--- src/rtl/core/tks_pkg.sv ---
// Package for the top-k sum tracker: shared constants, codes and the
// command and status structs between controller and datapath. No dependencies.
package tks_pkg;

  localparam int CAPACITY_DEF = 64;
  localparam int VALUE_W_DEF  = 32;
  localparam int VALUE_IN_W   = 32;
  localparam int SUM_W        = 38;
  localparam int K_W          = 7;
  localparam int ADDR_W       = 3;
  localparam int DATA_W       = 32;

  // Request commands.
  localparam logic CMD_INSERT = 1'b0;
  localparam logic CMD_ERASE  = 1'b1;

  // Register index of k.
  localparam logic REG_TOP_COUNT = 1'b0;

  typedef enum logic [1:0] {
    ST_IDLE,
    ST_ROT,
    ST_DONE
  } tks_state_e;

  typedef struct packed {
    logic apply;
    logic rotate;
    logic load_out;
  } tks_cmd_t;

  typedef struct packed {
    logic rot_last;
  } tks_stat_t;

endpackage

--- src/rtl/core/tks_ctrl.sv ---
// Controller of the top-k sum tracker: accepts requests, steps the datapath
// through its rotation pass and hands results to the output. Uses tks_pkg.
module tks_ctrl (
  input  logic              clk_i,
  input  logic              rst_ni,
  input  logic              in_valid_i,
  output logic              in_stall_o,
  output logic              out_valid_o,
  input  logic              out_stall_i,
  output tks_pkg::tks_cmd_t cmd_o,
  input  tks_pkg::tks_stat_t stat_i
);
  import tks_pkg::*;

  tks_state_e state_q, state_d;
  logic       out_valid_q, out_valid_d;

  // State and output-valid registers.
  always_ff @(posedge clk_i or negedge rst_ni) begin
    if (!rst_ni) begin
      state_q     <= ST_IDLE;
      out_valid_q <= 1'b0;
    end else begin
      state_q     <= state_d;
      out_valid_q <= out_valid_d;
    end
  end

  // Next state and commands.
  always_comb begin
    state_d     = state_q;
    out_valid_d = out_valid_q && out_stall_i;
    cmd_o       = '0;
    in_stall_o  = 1'b1;
    unique case (state_q)
      ST_IDLE: begin
        in_stall_o = 1'b0;
        if (in_valid_i) begin
          cmd_o.apply = 1'b1;
          state_d     = ST_ROT;
        end
      end
      ST_ROT: begin
        cmd_o.rotate = 1'b1;
        if (stat_i.rot_last) begin
          state_d = ST_DONE;
        end
      end
      ST_DONE: begin
        if (!out_valid_q || !out_stall_i) begin
          cmd_o.load_out = 1'b1;
          out_valid_d    = 1'b1;
          state_d        = ST_IDLE;
        end
      end
      default: state_d = ST_IDLE;
    endcase
  end

  assign out_valid_o = out_valid_q;

endmodule

--- config.mk ---
export PLATFORM = sky130hd
export DESIGN_NAME = tks_ctrl
export DESIGN_NICKNAME = d
export VERILOG_FILES = /design/src/rtl/core/tks_pkg.sv /design/src/rtl/core/tks_ctrl.sv
export SDC_FILE = /design/constraint.sdc
export NUM_CORES = 1
export LEC_CHECK = 0
export BUFFER_PORTS_ARGS = -buffer_cell sky130_fd_sc_hd__buf_4
export CAP_MARGIN = 40
export CORE_AREA = 2 2 39 41
export CTS_BUF_LIST = sky130_fd_sc_hd__clkbuf_16
export DETAILED_ROUTE_END_ITERATION = 12
export DIE_AREA = 0 0 41 43
export RECOVER_POWER = 100
export REMOVE_ABC_BUFFERS = 1
export SYNTH_ARGS = -nofsm -noshare
export SYNTH_HDL_FRONTEND = slang
export SYNTH_SLANG_ARGS = --single-unit
--- constraint.sdc ---
create_clock -name clk_i -period 1.5 [get_ports clk_i]
set_input_delay 0.225 -clock clk_i [delete_from_list [all_inputs] [get_ports clk_i]]
set_output_delay 0.225 -clock clk_i [all_outputs]
set_load 0.02 [all_outputs]
==> metrics.md, run 1 <==
| Metric | Value |
|---|---|
| Cells after Synth | 16 |
| R2R cell count | 2 |
| Pwr Density | 2378 nW/um^2 |
| Crit Path Category | reg2out |
| Leakage | 0.1523 nW |
| Area share of the leading cell type in the synthesized netlist | 48.39% |
| DR WL met2 | 172 um |
| Seq cells post-synth | 3 |
| Cell Area, Placed | 235.2 sq um |
| Skew final | 0.002075 ns |
| DR WL/cell | 7.600 um |
| Setup Fix Bufs, Post-CTS | 0 |
| Post-Syn Area per Cell | 9.697 sq um |
| IO Port Bufs | 9 |
| Area of the mapped netlist | 155.1 sq um |
| Initial Util | 11.21% |
| Max-slew violations | 0 |
| CTS tree | built |
| CP Launch Type | flip-flop |
| Final hold slack | 0.2348 ns |
| Skew-Pair Late Insertion Delay | 0.22 ns |
| Max VDD drop | 0.4951 mV |
| Maximum number of pins on one net before global-route repair | 6 |
| Setup violations, final | 0 |
| Diodes inserted | 0 |
| RSZ-0062 raised after global routing | no |
| Register area share after synthesis | 48.39% |
| Number of buffers created by CTS | 3 |
| Ports | 10 |
| Post-layout instance area | 309.0 sq um |
| H-tree depth | 1 |
| Final hold vios | 0 |
| DIE WIDTH | 41 um |
| Hold crit path type | in2reg |
| Crit path max fanout | 4 |
| Post-DP HPWL | 244.7 um |
| Grt ovf | 0 |
| Post-route ant nets | 0 |
| Clock sink count | 3 |
| Net count, final | 35 |
| Number of global-route vias before repair | 144 |
| Router iterations before antenna repair | 2 |
| Die height | 43 um |
| Final worst-path cycle share | 89.59% |
| Maxcap violations | 0 |
| Data arrival, critical path | 1.12 ns |
| Crit path capture type | output port |
| Hold path cells | 2 |
| Fin util | 22.33% |
| CP Data Required Time | 1.27 ns |
| Fillers | 155 |
| Worst-margin pin slew | 0.2453 ns |
| Outcome | complete, no violations |
| Distinct cells, synth | 10 |
| DRT iter0 DRCs | 3 |
| Slew HR | 83.71% |
| Initial antenna violation count | 0 |
| Setup_tns | 0 ns |
| DR vias/cell | 3.533 |
| Tmin final | 1.344 ns |
| Largest area contributor in the netlist | dfrtp_1 |
| Area delta synth->final | 99.19% |
| GP Congestion | 0.5223 |
| DIE AREA | 1763 sq um |
| DRC Markers | 0 |
| Uppermost layer routed | met3 |
| DRT Wirelength | 342 um |
| Synth warn | 0 |
| Fraction of layout cells with a size suffix above 1 | 37.93% |
| FMAX | 744.2 MHz |
| First-pass GRT wire length | 558 um |
| Longest Clk Path Bufs | 2 |
| Via count | 159 |
| M1 WL | 126 um |
| Root Buffer | clkbuf_16 |
| Detailed route wirelength on metal3 | 43 um |
| Row count | 14 |
| Core ar. | 1384 sq um |
| Area contributors post-synth | dfrtp_1 (48%), nand2b_1 (12%), a21oi_1 (6.5%) |
| Clock slew seen by the registers of the worst setup and hold paths | 0.03 ns |
| Total global routing track utilization | 5.539% |
cell usage after synthesis:
cell,n
a21oi_1,2
or2_4,1
nand2_1,2
dfrtp_1,3
nor2b_2,1
inv_1,1
buf_4,1
nand2b_1,3
nor2_2,1
o2bb2ai_1,1
cells by family (layout without fill, tap and decap cells):
kind of cell,Yosys count,after routing,share of synthesized area (%)
AND/OR/NAND/NOR,8,8,32.27
AO/OA/AOI/OAI,3,3,12.10
flip-flops,3,3,48.39
buffers and inverters,2,15,7.258
final cells by class:
cell class                 instances  area [sq um]  area share, %
clock inverter                     1         3.754          1.215
tap                               16         20.02          6.478
multi-input combinational         11         63.81          20.65
timing repair buffer              10         67.56          21.86
clock buffer                       3         75.07          24.29
inverter                           1         3.754          1.215
sequential                         3         75.07          24.29
worst paths after layout:
check | from | end | slack, ns
worst max-delay path | state_q[1] | cmd_o[2] | 0.16
worst min-delay path | stat_i | state_q[1] | 0.23
worst max register to register | state_q[0] | state_q[1] | 0.71
worst min register to register | state_q[1] | state_q[0] | 0.48
max in group asynchronous | rst_ni | state_q[0] | 1.01
min in group asynchronous | rst_ni | out_valid_o | 0.34
cell usage in the layout, fill, tap and decap left out:
cell type and n:
clkbuf_1 2, o2bb2ai_1 1, nor2b_1 1, nand2b_1 3
a21oi_1 2, inv_1 2, dlygate4sd3_1 1, clkbuf_2 1
buf_4 6, nand2_1 2, or2_0 1, dfrtp_1 3
nor2_2 1, clkbuf_16 3
report_power, final:
part / switching [mW] / internal (mW)
Combinational: 0.111 / 0.0826
Sequential: 0.0218 / 0.108
Clock: 0.0681 / 0.343
layer usage:
layer / up-vias / global-route usage [%]
li1: 78 / -
met4: 0 / 6.000
met2: 6 / 6.875
met1: 75 / 4.870
met5: - / 0
met3: 0 / 4.712
flip-flops by register name (all words and copies together), names as in the netlist:
register and flops:
state_q 2, out_valid_o 1
critical path, cell delays in order, from the launching register on:
cell,delay [ns]
dfrtp_1,0.39
or2_0,0.26
nor2_2,0.08
clkbuf_2,0.16
timing repair:
item | 4_1_cts | 5_1_grt
gates resized for setup | 0 | 0
hold buffers | 1 | 0
hold endpoints to repair | 3 | 0
through the flow:
stage	setup slack, ns	total power [mW]	cells
after detailed placement	0.4077	0.3531	40
final	0.1562	0.7349	45
after floorplan	0.3758	0.2627	15
after CTS	0.1772	0.7745	45
after global routing	0.08927	0.7727	45
after global placement	0.4170	0.3513	40
(Power assumes the default switching activity.)
==> run 2, diff against run 1 <==
- CTS_BUF_LIST: sky130_fd_sc_hd__clkbuf_16 -> not set
==> run 2 against run 1 <==
Net effect:
- clock power fell by 67%
- count of clock-buffer cells in the layout rose by 1
- core utilization is 3.8 points lower
- worst setup slack worse by 0.0098 ns
- die area is the same
- first-iteration DRC count fell by 67%
- clock skew fell by 0.00064 ns
- critical path depth stayed put
- worst hold slack got worse by 0.0091 ns
- non-clock buffer count unchanged
- via count down 5.0%
- maximum frequency is 0.73% lower
- critical path type unchanged
- largest cell class is now sequential cells
==> metrics.md, run 2 (same netlist as run 1, synthesis figures left out) <==
| Metric | Value |
|---|---|
| Via count | 151 (-5.0%) |
| Diodes inserted | 0 (unchanged) |
| Outcome | complete, no violations |
| DR vias/cell | 3.356 (-5.0%) |
| Net count, final | 35 (unchanged) |
| Die height | 43 um (unchanged) |
| Ports | 10 (unchanged) |
| DIE AREA | 1763 sq um (unchanged) |
| Initial Util | 11.21% (unchanged) |
| Final worst slack | 0.1464 ns (-0.009842 ns) |
| IO Port Bufs | 9 (unchanged) |
| Placed Cells | 40 (unchanged) |
| Grt ovf | 0 (unchanged) |
| Area delta synth->final | 65.32% |
| PnR Total Power | 457.3 uW (-38%) |
| Resize count post-CTS | 0 (unchanged) |
| Row count | 14 (unchanged) |
| Cell Area, Placed | 235.2 sq um (unchanged) |
| DR WL met2 | 149 um (-13%) |
| Maxcap violations | 0 (unchanged) |
| Final hold vios | 0 (unchanged) |
| Router iterations before antenna repair | 2 (unchanged) |
| Setup_tns | 0 ns (unchanged) |
| Cell Int Power | 289.7 uW (-46%) |
| Skew-Pair Late Insertion Delay | 0.23 ns (about the same) |
| Highest-count cells in the layout ignoring fill and taps | buf_4 (6), nand2b_1 (3), clkbuf_4 (3), clkbuf_1 (3), dfrtp_1 (3) |
| Number of global-route vias before repair | 141 (-2.1%) |
| Max VDD drop | 0.2489 mV (-50%) |
| Skew final | 0.001435 ns (-0.0006403 ns) |
| Longest Clk Path Bufs | 2 (unchanged) |
| Net Sw Frac | 36.65% (+9.3 points) |
| Clock slew seen by the registers of the worst setup and hold paths | 0.03 ns (about the same) |
| DRT Wirelength | 302 um (-12%) |
| Non-filler cells, final | 45 (unchanged) |
| DRT iter0 DRCs | 1 (-2) |
| Initial antenna violation count | 0 (unchanged) |
| Core ar. | 1384 sq um (unchanged) |
| Pre-CTS WS | 0.4077 ns (unchanged) |
| Net Switching | 167.6 uW (-17%) |
| DIE WIDTH | 41 um (unchanged) |
| GP Congestion | 0.5223 (unchanged) |
| Share of total power in the clock network | 29.7% (-26 points) |
| Final hold slack | 0.2257 ns (-0.009136 ns) |
| Share of power burned in registers | 28.2% (+11 points) |
| H-tree depth | 1 (unchanged) |
| Crit Path Category | reg2out |
| FMAX | 738.8 MHz (-0.73%) |
| Worst-margin pin slew | 0.2435 ns (-0.001799 ns) |
| Post-layout instance area | 256.5 sq um (-17%) |
| Leakage | 0.1250 nW (-18%) |
| CTS tree | built |
| Post-DP HPWL | 244.7 um (unchanged) |
| Post-route ant nets | 0 (unchanged) |
| Root Buffer | clkbuf_4 |
| Most flop-heavy register | state_q |
| First-pass GRT wire length | 469 um (-16%) |
| DR WL/cell | 6.711 um (-12%) |
| DRC Markers | 0 (unchanged) |
| Setup violations, final | 0 (unchanged) |
| Fraction of layout cells with a size suffix above 1 | 37.93% (unchanged) |
| Uppermost layer routed | met3 |
| Number of buffers created by CTS | 3 (unchanged) |
| Total global routing track utilization | 4.834% (-0.70 points) |
| Most common cell after layout, fill and taps aside | buf_4 |
| Slew HR | 83.83% (+0.12 points) |
| Hold buffers post-CTS | 1 (unchanged) |
| Fin util | 18.54% (-3.8 points) |
| Setup Fix Bufs, Post-CTS | 0 (unchanged) |
| Detailed route wirelength on metal3 | 47 um (+9.3%) |
| CP Data Required Time | 1.27 ns (about the same) |
| RSZ-0062 raised after global routing | no |
| Crit path max fanout | 4 (unchanged) |
| Final worst-path cycle share | 90.24% (+0.66 points) |
| Pwr Density | 1783 nW/um^2 (-25%) |
| M1 WL | 105 um (-17%) |
| Combinational cell fraction of total power | 42.1% (+16 points) |
| CP Launch Type | flip-flop |
| Data arrival, critical path | 1.13 ns (about the same) |
| Largest register FFs | 2 (unchanged) |
| Max-slew violations | 0 (unchanged) |
| Maximum number of pins on one net before global-route repair | 6 (unchanged) |
| Hold crit path type | in2reg |
| Crit path capture type | output port |
| Clock sink count | 3 (unchanged) |
| Tmin final | 1.354 ns (+0.009842 ns) |
run 2: cell types whose count changed in the layout (fill, tap and decap cells not counted):
cell and delta:
clkbuf_1 +1, clkbuf_16 -3, clkbuf_4 +3, inv_1 -1
run 2: area by class of cell:
| type | instances | area (sq um) |
|---|---|---|
| fillers | 158 | 1127 |
| flip-flops and latches | 3 | 75.07 |
| repair buffers | 10 | 67.56 |
| multi-input cells | 11 | 63.81 |
| clock buffers | 4 | 26.28 |
| well taps | 16 | 20.02 |
| inverters | 1 | 3.754 |
run 2: critical path, cell delays in order, from the launching register on:
cell and delay (ns):
dfrtp_1 0.39, or2_0 0.26, nor2_2 0.08, clkbuf_2 0.16
run 2: final timing paths:
check | start | to | slack, ns | cells past startpoint
worst max-delay path | state_q[1] | cmd_o[2] | 0.15 | 3
worst min-delay path | stat_i | state_q[1] | 0.23 | 2
worst max register to register | state_q[0] | state_q[1] | 0.72 | 2
worst min register to register | state_q[1] | state_q[0] | 0.48 | 1
max in group asynchronous | rst_ni | out_valid_o | 1.02 | 2
min in group asynchronous | rst_ni | state_q[1] | 0.33 | 2
run 2: per-layer routing:
metal / global-route usage (%) / vias up
li1: - / 79
met1: 4.221 / 66
met2: 5.313 / 6
met3: 3.141 / 0
met4: 8.000 / 0
met5: 0 / -
run 2: power groups by stage:
stage	combinational, mW	clock [mW]	sequential (mW)
floorplan	0.122	0	0.141
global placement	0.220	0	0.132
detailed placement	0.220	0	0.133
CTS	0.223	0.144	0.132
global route	0.211	0.144	0.134
finish	0.192	0.136	0.129
==> run 3, diff against run 2 <==
- clock period: 1.5 -> 1.3 ns (I/O delays scaled with it)
==> run 3 against run 2 <==
Net effect:
- via count rose by 7.9%
- register-to-register slack worse by 0.30 ns
- count of clock-buffer cells in the layout is the same
- final area grew 17%
- power increased by 35%
==> metrics.md, run 3 (same netlist as run 1, synthesis figures left out) <==
| Metric | Value |
|---|---|
| Data arrival, critical path | 1.08 ns (-0.05 ns) |
| Maxcap violations | 0 (unchanged) |
| Crit path capture type | output port |
| Most flop-heavy register | state_q |
| Post-DP HPWL | 244.7 um (unchanged) |
| DRC Markers | 0 (unchanged) |
| Initial antenna violation count | 0 (unchanged) |
| Final worst-path cycle share | 98.07% |
| Crit path max fanout | 3 (-1) |
| CTS tree | built |
| DIE WIDTH | 41 um (unchanged) |
| Ports | 10 (unchanged) |
| Leakage | 0.1496 nW (+20%) |
| DRT Wirelength | 370 um (+23%) |
| DR WL/cell | 7.872 um (+17%) |
| RSZ-0062 raised after global routing | yes |
| Clock slew seen by the registers of the worst setup and hold paths | 0.03 ns (about the same) |
| CP max stage cell | dfrtp_1 |
| Fin util | 21.61% (+3.1 points) |
| Die height | 43 um (unchanged) |
| Tmin final | 1.275 ns |
| Pwr Density | 2069 nW/um^2 (+16%) |
| Slew HR | 89.70% (+5.9 points) |
| CP Launch Type | flip-flop |
| Net count, final | 37 (+5.7%) |
| First-pass GRT wire length | 496 um (+5.8%) |
| Setup violations, final | 0 (unchanged) |
| Outcome | complete, no violations |
| Crit Path Category | reg2out |
| Total area of multi-input combinational cells | 81.33 sq um (+27%) |
| Fraction of layout cells with a size suffix above 1 | 54.84% (+17 points) |
| Highest-count cells in the layout ignoring fill and taps | buf_4 (9), clkbuf_4 (3), dfrtp_1 (3) |
| Total global routing track utilization | 5.035% (+0.20 points) |
| Diodes inserted | 0 (unchanged) |
| Pre-CTS WS | 0.2377 ns (-0.1700 ns) |
| DRT iter0 DRCs | 1 (unchanged) |
| Router iterations before antenna repair | 2 (unchanged) |
| Final hold slack | 0.2074 ns (-0.01828 ns) |
| Final hold vios | 0 (unchanged) |
| H-tree depth | 1 (unchanged) |
| Cell Area, Placed | 235.2 sq um (unchanged) |
| FMAX | 784.3 MHz |
| Area delta synth->final | 92.74% |
| CP Data Required Time | 1.11 ns (-0.16 ns) |
| DIE AREA | 1763 sq um (unchanged) |
| Post-route ant nets | 0 (unchanged) |
| Grt ovf | 0 (unchanged) |
| Largest register FFs | 2 (unchanged) |
| Number of global-route vias before repair | 147 (+4.3%) |
| Max-slew violations | 0 (unchanged) |
| Root Buffer | clkbuf_4 |
| Core ar. | 1384 sq um (unchanged) |
| Hold crit path type | in2reg |
| Clock sink count | 3 (unchanged) |
| Initial Util | 11.21% (unchanged) |
| Number of buffers created by CTS | 3 (unchanged) |
| Longest Clk Path Bufs | 2 (unchanged) |
| Skew-Pair Late Insertion Delay | 0.23 ns (about the same) |
| IO Port Bufs | 9 (unchanged) |
| Via count | 163 (+7.9%) |
| Maximum number of pins on one net before global-route repair | 6 (unchanged) |
| Final worst slack | 0.02504 ns (-0.1213 ns) |
| Delay of the slowest critical-path stage | 0.39 ns (about the same) |
| Crit-path cells | or2_4, nor2_4, buf_6 |
| DR vias/cell | 3.468 (+3.4%) |
| Register area | 75.07 sq um (unchanged) |
| GP Congestion | 0.5223 (unchanged) |
| Worst-margin pin slew | 0.1545 ns (-0.08904 ns) |
| Fillers | 157 (-0.63%) |
| Row count | 14 (unchanged) |
| Skew final | 0.001435 ns (unchanged) |
| Max VDD drop | 0.3056 mV (+23%) |
| Post-layout instance area | 299.0 sq um (+17%) |
| Most common cell after layout, fill and taps aside | buf_4 |
-- run 3: cell count changes in the layout (fill, tap and decap cells not counted), sizes merged --
cell | before | now
clkbuf | 7 | 5
buf | 6 | 10
-- run 3: cell type report --
class / count / area share, %
inverters: 1 / 1.255
clock buffers: 4 / 8.787
repair buffers: 12 / 30.96
flip-flops and latches: 3 / 25.10
multi-input cells: 11 / 27.20
well taps: 16 / 6.695
-- run 3: layer usage --
| metal | track usage [%] | share of wire [%] | vias up |
|---|---|---|---|
| met3 | 3.141 | 12 | 0 |
| met4 | 8.000 | 0 | 0 |
| li1 | - | - | 81 |
| met1 | 4.545 | 29 | 76 |
| met5 | 0 | 0 | - |
| met2 | 5.625 | 58 | 6 |
-- run 3: through the flow --
step	instances	setup TNS, ns	power, mW
2_1_floorplan	15	0	0.3031
3_3_place_gp	40	0	0.4053
3_5_place_dp	40	0	0.4074
4_1_cts	46	0	0.5865
5_1_grt	47	-0.02229	0.6560
6_report	47	0	0.6186
-- run 3: timing repair --
item                       CTS  global route
setup endpoints to repair    1             2
gates resized for setup      0             3
hold buffers                 1             0
setup buffers                1             1
hold endpoints to repair     3             0
-- run 3: worst paths after layout --
path,startpoint,to,slack (ns),cells after the start
worst max-delay path,state_q[1],cmd_o[2],0.03,3
worst min-delay path,stat_i,state_q[1],0.21,2
worst max register to register,state_q[1],state_q[1],0.42,3
worst min register to register,out_valid_o,out_valid_o,0.53,2
max in group asynchronous,rst_ni,out_valid_o,0.85,2
min in group asynchronous,rst_ni,state_q[1],0.30,2
-- run 3: report_power, final --
part / leakage, nW / switching [mW] / internal [mW] / total [mW]
Clock: 0.0150 / 0.0421 / 0.115 / 0.157
Combinational: 0.0959 / 0.150 / 0.161 / 0.311
Sequential: 0.0388 / 0.0266 / 0.124 / 0.151
-- run 3: critical path: cells and delay by family, from the launching register on --
family	cells	cell delay (ns)
and+or+nand+nor	2	0.35
buffers and inverters	1	0.11
DFF	1	0.39
